### src/rtl/pltr_pkg.sv
package pltr_pkg;

    // Table size and derived index width.
    localparam int ENTRIES = 16;
    localparam int IDX_W   = (ENTRIES > 1) ? $clog2(ENTRIES) : 1;

    // Fixed field widths.
    localparam int OP_W   = 3;
    localparam int ID_W   = 31;
    localparam int TIME_W = 32;
    localparam int SLOT_W = 6;
    localparam int STAT_W = 3;

    // Width of one table word: tag above start time.
    localparam int WORD_W = ID_W + TIME_W;

    localparam logic [IDX_W-1:0] LAST_IDX = IDX_W'(ENTRIES - 1);

    // Command codes.
    typedef enum logic [OP_W-1:0] {
        OP_TICK       = 3'd0,
        OP_TRACK_AUTO = 3'd1,
        OP_TRACK_ID   = 3'd2,
        OP_FINISH     = 3'd3,
        OP_FLUSH      = 3'd4
    } op_t;

    // Result status codes.
    typedef enum logic [STAT_W-1:0] {
        STS_TRACKED   = 3'd0,
        STS_DROPPED   = 3'd1,
        STS_FINISHED  = 3'd2,
        STS_NOT_FOUND = 3'd3,
        STS_FLUSH     = 3'd4
    } status_t;

    // Sequencer states.
    typedef enum logic [1:0] {
        SEQ_IDLE,
        SEQ_TRACK,
        SEQ_FIND,
        SEQ_FLUSH
    } seq_state_t;

    // Per-cycle action the sequencer asks of the datapath.
    typedef enum logic [2:0] {
        ACT_NONE,
        ACT_TRACK,
        ACT_DROP,
        ACT_FINISH,
        ACT_MISS,
        ACT_FLUSH
    } act_t;

    // Input transfer payload.
    typedef struct packed {
        logic [OP_W-1:0] op;
        logic [ID_W-1:0] packet_id;
    } cmd_t;

    // Result transfer payload.
    typedef struct packed {
        logic [STAT_W-1:0] status;
        logic [ID_W-1:0]   result_id;
        logic [SLOT_W-1:0] slot;
        logic              entry_valid;
        logic [TIME_W-1:0] latency;
        logic              last;
    } rsp_t;

    // Sequencer to datapath.
    typedef struct packed {
        act_t             act;
        logic [IDX_W-1:0] scan_idx;
        logic [IDX_W-1:0] cmp_idx;
    } seq_ctl_t;

    // Datapath to sequencer.
    typedef struct packed {
        logic scan_free;
        logic cmp_hit;
    } seq_stat_t;

endpackage

### src/rtl/pltr_ram.sv
module pltr_ram #(
    parameter int WIDTH = 8,
    parameter int DEPTH = 16
) (
    input  logic                                      clk,
    input  logic                                      we,
    input  logic [((DEPTH > 1) ? $clog2(DEPTH) : 1)-1:0] addr,
    input  logic [WIDTH-1:0]                          wdata,
    output logic [WIDTH-1:0]                          rdata
);

    logic [WIDTH-1:0] mem [DEPTH];

    // Single port: write and registered read at one address.
    always_ff @(posedge clk)
    begin
        if (we)
        begin
            mem[addr] <= wdata;
        end
        rdata <= mem[addr];
    end

endmodule

### src/rtl/pltr_alu.sv
module pltr_alu
    import pltr_pkg::*;
(
    input  logic [ID_W-1:0]   tag,
    input  logic [ID_W-1:0]   key,
    input  logic [TIME_W-1:0] now,
    input  logic [TIME_W-1:0] start_time,
    output logic              match,
    output logic [TIME_W-1:0] elapsed
);

    // Shared compare and modular subtract, used once per scanned slot.
    always_comb
    begin
        match   = (tag == key);
        elapsed = now - start_time;
    end

endmodule

### src/rtl/pltr_seq.sv
module pltr_seq
    import pltr_pkg::*;
(
    input  logic            clk,
    input  logic            rst_n,
    input  logic            start,
    input  logic [OP_W-1:0] op,
    input  seq_stat_t       stat,
    output seq_ctl_t        ctl,
    output logic            busy
);

    seq_state_t       state_reg,    state_next;
    logic [IDX_W-1:0] scan_idx_reg, scan_idx_next;
    logic [IDX_W-1:0] cmp_idx_reg,  cmp_idx_next;
    logic             cmp_vld_reg,  cmp_vld_next;
    logic             accept;

    assign accept = start && (state_reg == SEQ_IDLE);

    // Sequencer registers.
    always_ff @(posedge clk or negedge rst_n)
    begin
        if (!rst_n)
        begin
            state_reg    <= SEQ_IDLE;
            scan_idx_reg <= '0;
            cmp_idx_reg  <= '0;
            cmp_vld_reg  <= 1'b0;
        end
        else
        begin
            state_reg    <= state_next;
            scan_idx_reg <= scan_idx_next;
            cmp_idx_reg  <= cmp_idx_next;
            cmp_vld_reg  <= cmp_vld_next;
        end
    end

    // Next state. Find and flush run a two-stage scan: the table is read at
    // the scan index and the word comes back in the next cycle at the compare
    // index.
    always_comb
    begin
        state_next    = state_reg;
        scan_idx_next = scan_idx_reg;
        cmp_idx_next  = cmp_idx_reg;
        cmp_vld_next  = cmp_vld_reg;
        case (state_reg)
            SEQ_IDLE:
            begin
                scan_idx_next = '0;
                cmp_vld_next  = 1'b0;
                if (accept)
                begin
                    case (op)
                        OP_TRACK_AUTO, OP_TRACK_ID: state_next = SEQ_TRACK;
                        OP_FINISH:                  state_next = SEQ_FIND;
                        OP_FLUSH:                   state_next = SEQ_FLUSH;
                        default:                    state_next = SEQ_IDLE;
                    endcase
                end
            end
            SEQ_TRACK:
            begin
                if (stat.scan_free || (scan_idx_reg == LAST_IDX))
                begin
                    state_next = SEQ_IDLE;
                end
                else
                begin
                    scan_idx_next = scan_idx_reg + IDX_W'(1);
                end
            end
            SEQ_FIND, SEQ_FLUSH:
            begin
                if (cmp_vld_reg && (cmp_idx_reg == LAST_IDX ||
                                    (state_reg == SEQ_FIND && stat.cmp_hit)))
                begin
                    state_next = SEQ_IDLE;
                end
                else
                begin
                    cmp_vld_next = 1'b1;
                    cmp_idx_next = scan_idx_reg;
                    if (scan_idx_reg != LAST_IDX)
                    begin
                        scan_idx_next = scan_idx_reg + IDX_W'(1);
                    end
                end
            end
            default:
            begin
                state_next = SEQ_IDLE;
            end
        endcase
    end

    // Outputs: the action for the datapath in this cycle.
    always_comb
    begin
        ctl.act      = ACT_NONE;
        ctl.scan_idx = scan_idx_reg;
        ctl.cmp_idx  = cmp_idx_reg;
        busy         = (state_reg != SEQ_IDLE);
        case (state_reg)
            SEQ_TRACK:
            begin
                if (stat.scan_free)
                begin
                    ctl.act = ACT_TRACK;
                end
                else if (scan_idx_reg == LAST_IDX)
                begin
                    ctl.act = ACT_DROP;
                end
            end
            SEQ_FIND:
            begin
                if (cmp_vld_reg && stat.cmp_hit)
                begin
                    ctl.act = ACT_FINISH;
                end
                else if (cmp_vld_reg && (cmp_idx_reg == LAST_IDX))
                begin
                    ctl.act = ACT_MISS;
                end
            end
            SEQ_FLUSH:
            begin
                if (cmp_vld_reg)
                begin
                    ctl.act = ACT_FLUSH;
                end
            end
            default:
            begin
                ctl.act = ACT_NONE;
            end
        endcase
    end

endmodule

### src/rtl/packet_latency_tracker_unit.sv
// Channel   Handshake          Payload   Notes
// command   start / busy       cmd       transfer when start high, busy low
// result    done (strobe)      result    one cycle per result, never held
//
// Tick only advances the clock and gives no result. Track scans the busy flags
// one slot per cycle; each result is registered and shows in the cycle after
// its action. Finish and flush walk the table through its registered read
// port, one slot per cycle once the first word is read; flush gives one result
// per cycle, one per slot. busy falls in the cycle the last result shows.
// Reset clears the busy flags, counter and clock at once; no clearing pass.
// The receiver cannot stall: each result is on the ports for one cycle only.
module packet_latency_tracker_unit
    import pltr_pkg::*;
(
    input  logic clk,
    input  logic rst_n,
    input  logic start,
    output logic busy,
    input  cmd_t cmd,
    output rsp_t result,
    output logic done
);

    seq_ctl_t          ctl;
    seq_stat_t         stat;
    logic              accept;
    logic [ENTRIES-1:0] slot_busy_reg, slot_busy_next;
    logic [ID_W-1:0]   auto_id_reg,   auto_id_next;
    logic [TIME_W-1:0] time_reg,      time_next;
    logic [ID_W-1:0]   id_reg,        id_next;
    rsp_t              rsp_reg,       rsp_next;
    logic              done_reg,      done_next;
    logic [WORD_W-1:0] ram_wdata;
    logic [WORD_W-1:0] ram_rdata;
    logic [ID_W-1:0]   rd_tag;
    logic [TIME_W-1:0] rd_time;
    logic              match;
    logic [TIME_W-1:0] elapsed;
    logic              cmp_busy;

    assign accept = start && !busy;

    pltr_seq u_seq (
        .clk   (clk),
        .rst_n (rst_n),
        .start (start),
        .op    (cmd.op),
        .stat  (stat),
        .ctl   (ctl),
        .busy  (busy)
    );

    // Tag and start time of each slot.
    assign ram_wdata = {id_reg, time_reg};

    pltr_ram #(
        .WIDTH (WORD_W),
        .DEPTH (ENTRIES)
    ) u_ram (
        .clk   (clk),
        .we    (ctl.act == ACT_TRACK),
        .addr  (ctl.scan_idx),
        .wdata (ram_wdata),
        .rdata (ram_rdata)
    );

    assign rd_tag  = ram_rdata[WORD_W-1:TIME_W];
    assign rd_time = ram_rdata[TIME_W-1:0];

    pltr_alu u_alu (
        .tag        (rd_tag),
        .key        (id_reg),
        .now        (time_reg),
        .start_time (rd_time),
        .match      (match),
        .elapsed    (elapsed)
    );

    // Status back to the sequencer.
    assign cmp_busy       = slot_busy_reg[ctl.cmp_idx];
    assign stat.scan_free = !slot_busy_reg[ctl.scan_idx];
    assign stat.cmp_hit   = cmp_busy && match;

    // Control state.
    always_ff @(posedge clk or negedge rst_n)
    begin
        if (!rst_n)
        begin
            slot_busy_reg <= '0;
            auto_id_reg   <= '0;
            time_reg      <= '0;
            done_reg      <= 1'b0;
        end
        else
        begin
            slot_busy_reg <= slot_busy_next;
            auto_id_reg   <= auto_id_next;
            time_reg      <= time_next;
            done_reg      <= done_next;
        end
    end

    // Payload registers.
    always_ff @(posedge clk)
    begin
        id_reg  <= id_next;
        rsp_reg <= rsp_next;
    end

    // Command capture: clock tick, auto id and the id in play.
    always_comb
    begin
        auto_id_next = auto_id_reg;
        time_next    = time_reg;
        id_next      = id_reg;
        if (accept)
        begin
            case (cmd.op)
                OP_TICK:
                begin
                    time_next = time_reg + TIME_W'(1);
                end
                OP_TRACK_AUTO:
                begin
                    id_next      = auto_id_reg;
                    auto_id_next = auto_id_reg + ID_W'(1);
                end
                default:
                begin
                    id_next = cmd.packet_id;
                end
            endcase
        end
    end

    // Busy flags and the result for this cycle's action.
    always_comb
    begin
        slot_busy_next       = slot_busy_reg;
        done_next            = (ctl.act != ACT_NONE);
        rsp_next.status      = STS_TRACKED;
        rsp_next.result_id   = id_reg;
        rsp_next.slot        = '0;
        rsp_next.entry_valid = 1'b0;
        rsp_next.latency     = '0;
        rsp_next.last        = 1'b1;
        case (ctl.act)
            ACT_TRACK:
            begin
                slot_busy_next[ctl.scan_idx] = 1'b1;
                rsp_next.slot                = SLOT_W'(ctl.scan_idx);
            end
            ACT_DROP:
            begin
                rsp_next.status = STS_DROPPED;
            end
            ACT_FINISH:
            begin
                slot_busy_next[ctl.cmp_idx] = 1'b0;
                rsp_next.status             = STS_FINISHED;
                rsp_next.slot               = SLOT_W'(ctl.cmp_idx);
                rsp_next.latency            = elapsed;
            end
            ACT_MISS:
            begin
                rsp_next.status = STS_NOT_FOUND;
            end
            ACT_FLUSH:
            begin
                slot_busy_next[ctl.cmp_idx] = 1'b0;
                rsp_next.status             = STS_FLUSH;
                rsp_next.result_id          = cmp_busy ? rd_tag : '0;
                rsp_next.slot               = SLOT_W'(ctl.cmp_idx);
                rsp_next.entry_valid        = cmp_busy;
                rsp_next.last               = (ctl.cmp_idx == LAST_IDX);
            end
            default:
            begin
                done_next = 1'b0;
            end
        endcase
    end

    assign result = rsp_reg;
    assign done   = done_reg;

endmodule

### config.mk
export PLATFORM = sky130hd
export DESIGN_NAME = packet_latency_tracker_unit
export DESIGN_NICKNAME = d
export VERILOG_FILES = /design/src/rtl/pltr_pkg.sv /design/src/rtl/pltr_ram.sv /design/src/rtl/pltr_alu.sv /design/src/rtl/pltr_seq.sv /design/src/rtl/packet_latency_tracker_unit.sv
export SDC_FILE = /design/constraint.sdc
export NUM_CORES = 1
export LEC_CHECK = 0
export ABC_AREA = 1
export BUFFER_PORTS_ARGS = -buffer_cell sky130_fd_sc_hd__buf_2
export CAP_MARGIN = 20
export CORE_ASPECT_RATIO = 1.25
export CORE_MARGIN = 1.5
export CORE_UTILIZATION = 50
export DETAILED_ROUTE_END_ITERATION = 6
export PLACE_DENSITY_LB_ADDON = 0.3
export SYNTH_ARGS = -nofsm -noshare
export SYNTH_HDL_FRONTEND = slang
export SYNTH_SLANG_ARGS = --single-unit
### constraint.sdc
create_clock -name clk -period 6.2 [get_ports clk]
set_input_delay 0 -clock clk [delete_from_list [all_inputs] [get_ports clk]]
set_output_delay 0 -clock clk [all_outputs]
set_load 0.01 [all_outputs]
==> flow_metrics.py <==
metrics = {
    "clocking": {
        "post_cts_buffers": 0,
        "cts_tree": "built",
        "numCtsBuffers": 117,
        "clk_latency_ns": 0.71,
        "cts_sinks": 1265,
        "clock_path_buffers": 3,
        "clock-root-buffer": "clkbuf_16",
        "ctsResizeCount": 0,
        "postCtsHoldBufs": 55,
        "clk_pin_slew_worst_paths_ns": 0.07,
        "cts_max_level": 3,
    },
    "logic_synthesis": {
        "synth_cell_type_count": 53,
        "synth_area_per_cell_um2": 11.7,
        "synthTopCellsByArea": "edfxtp_1 62%, o21ai_0 5.8%, dfxtp_1 5.3%",
        "synth_most_common_cell": "edfxtp_1",
        "synth_enable_flop_cells": 1039,
        "netlist_area_um2": 50600,
        "synth-main-ff-cell": "edfxtp_1",
        "synth_common_cells": "1039 x edfxtp_1, 682 x nor2_1, 636 x nand2_1",
        "seq_area_frac_synth": 0.715,
        "synth_seq_cells": 1265,
        "netlist.area_leader.share": 0.617,
        "yosys_warnings": 0,
        "synthCells": 4309,
        "synthArstFlopShare": 0.0719,
        "synth_top_area_cell": "edfxtp_1",
    },
    "hold_path": {
        "hp-class": "in -> reg",
        "whs_path_depth": 4,
        "min_from": "cmd[19]",
        "min_to": "id_reg[19]",
    },
    "job": {
        "maxCapViolCount": 0,
    },
    "routing": {
        "firstDrtPassIters": 6,
        "drc": 0,
        "wl_um": 128000,
        "via_per_inst": 5.74,
        "wl_per_cell_um": 21.8,
        "vias": 33603,
        "ant_nets": 0,
        "drt_iter0_drc": 3486,
    },
    "sta": {
        "tns_ns": 0,
        "grt_setup_unrepaired": "false",
        "period_needed_ns": 4.93,
        "clock_skew_ns": 0.0259,
        "setup_viol": 0,
        "hold_viol_final": 0,
        "tightest_slew_ns": 1.68,
        "slew_headroom": -0.120,
        "fmax_ghz": 0.203,
        "period_share": 0.795,
        "slew_viol_final": 111,
        "setup_slack_ns": 1.27,
    },
    "grt": {
        "grt_usage": 0.246,
        "grt_pass1_wl_um": 192000,
        "first_global_vias": 32990,
        "grt-ovfl-total": 0,
        "antenna_found_initial": 1,
        "grt_max_degree": 282,
    },
    "floorplanning": {
        "die-area_um2": 103000,
        "die_x_um": 287,
        "io_pins": 113,
        "row_count": 130,
        "core_area_um2": 100000,
        "die_y_um": 359,
        "start_util": 0.504,
    },
    "outcome": {
        "status": "finished, violations left",
        "violations": "max-slew violations",
    },
    "power": {
        "ir_drop_mv": 0.390,
        "power_density_nw_per_um2": 425,
        "p_leak_nw": 21.1,
    },
    "finish": {
        "drive_gt1_frac": 0.0911,
        "n_antenna_cell": 0,
        "top_register": "u_ram.mem",
        "fill_cells": 8019,
        "area_delta_synth_final_pct": 13.1,
        "finalNetCount": 4506,
        "largest_reg_flops": 1008,
        "fin_util": 0.570,
    },
    "critical_path": {
        "end_kind": "register",
        "required_ns": 6.54,
        "timing.rr.start": "u_seq.scan_idx_reg[0]",
        "crit_fanout": 281,
        "reg2reg_to": "u_ram.mem[13][40]",
        "r2r_slack_ns": 1.27,
        "crit_path_start_kind": "register",
        "arrival_ns": 5.27,
        "r2r_cells": 10,
        "critical_path_class": "reg -> reg",
    },
    "placed_design": {
        "dp_hpwl_um": 72600,
        "gp_congestion": 0.919,
        "dp_slack_ns": 1.52,
        "port_buffers": 110,
    },
}
## final cells by class
type                    instances  area (um^2)  area share
flip-flops and latches       1265        36200       0.632
multi-input cells            2587        12800       0.224
clock buffers                 161         3250      0.0567
repair buffers                226         1690      0.0296
well taps                    1320         1650      0.0289
inverters                     234          908      0.0159
clock inverters                60          753      0.0132
## report_power, final
group	internal [W]	total (W)	switching (W)
sequential	0.00977	0.0103	0.000504
combinational	0.00197	0.00659	0.00462
clock	0.00430	0.00744	0.00314
## layout by cell type (no fill, tap or decap), types with 19 or more instances in the layout
cell / netlist / layout
a21oi_1: 58 / 58
clkbuf_1: 183 / 31
inv_1: 231 / 229
o21ai_0: 589 / 589
edfxtp_1: 1039 / 1039
buf_2: 22 / 109
o22ai_1: 281 / 281
nor3_1: 19 / 19
nor2_1: 682 / 661
dfxtp_1: 135 / 135
nand2_1: 636 / 635
xor2_1: 54 / 54
dfrtp_1: 91 / 89
ha_1: 37 / 37
nand3_1: 36 / 36
dlygate4sd3_1: 0 / 54
xnor2_1: 19 / 19
nand4_1: 83 / 83
clkbuf_16: 0 / 119
buf_4: 2 / 53
nor2_4: 6 / 27
## worst max path at each step
stage                   endpoint             startpoint  depth (start not counted)
6_report       u_ram.mem[13][40]  u_seq.scan_idx_reg[0]                         10
5_1_grt        u_ram.mem[13][37]  u_seq.scan_idx_reg[0]                         10
3_3_place_gp   u_ram.mem[13][40]  u_seq.scan_idx_reg[0]                         10
2_1_floorplan   u_ram.mem[14][0]  u_seq.scan_idx_reg[0]                          8
4_1_cts        u_ram.mem[13][37]  u_seq.scan_idx_reg[0]                         10
3_5_place_dp   u_ram.mem[13][37]  u_seq.scan_idx_reg[0]                         10
## layer usage
| layer | GRT usage | wire [um] | vias to the layer above |
|---|---|---|---|
| met2 | 0.425 | 64000 | 1358 |
| met3 | 0.0282 | 8890 | 238 |
| li1 | - | - | 15513 |
| met1 | 0.317 | 50300 | 16494 |
| met4 | 0.0983 | 4350 | 0 |
| met5 | 0 | 0 | - |
## stage by stage
stage	hold slack [ns]	instance area, um^2	instances	total power (W)
floorplan	-0.296	50600	4310	0.0147
global placement	0.0165	52600	5576	0.0168
detailed placement	0.00584	52600	5576	0.0169
CTS	0.0715	57200	5852	0.0243
global route	0.109	57200	5853	0.0255
finish	0.120	57200	5853	0.0243
## cell families after synthesis
group	synth area share
AND/OR/NAND/NOR	0.123
flip-flops	0.715
AO/OA/AOI/OAI	0.104
buffers and inverters	0.0350
XOR/XNOR	0.0126
adder cells (fa/ha/maj)	0.00955
other	0.0000741
## critical path, stage by stage, from the launching register on
cell	delay [ns]
dfrtp_4	0.67
buf_12	0.61
nand2_1	0.14
nand3_1	0.15
o21ai_0	0.10
nand2_1	0.07
nand2_1	0.07
nor2_1	0.24
nand2_2	0.63
nor2_4	0.75
buf_4	0.50
(Power assumes the default switching activity.)
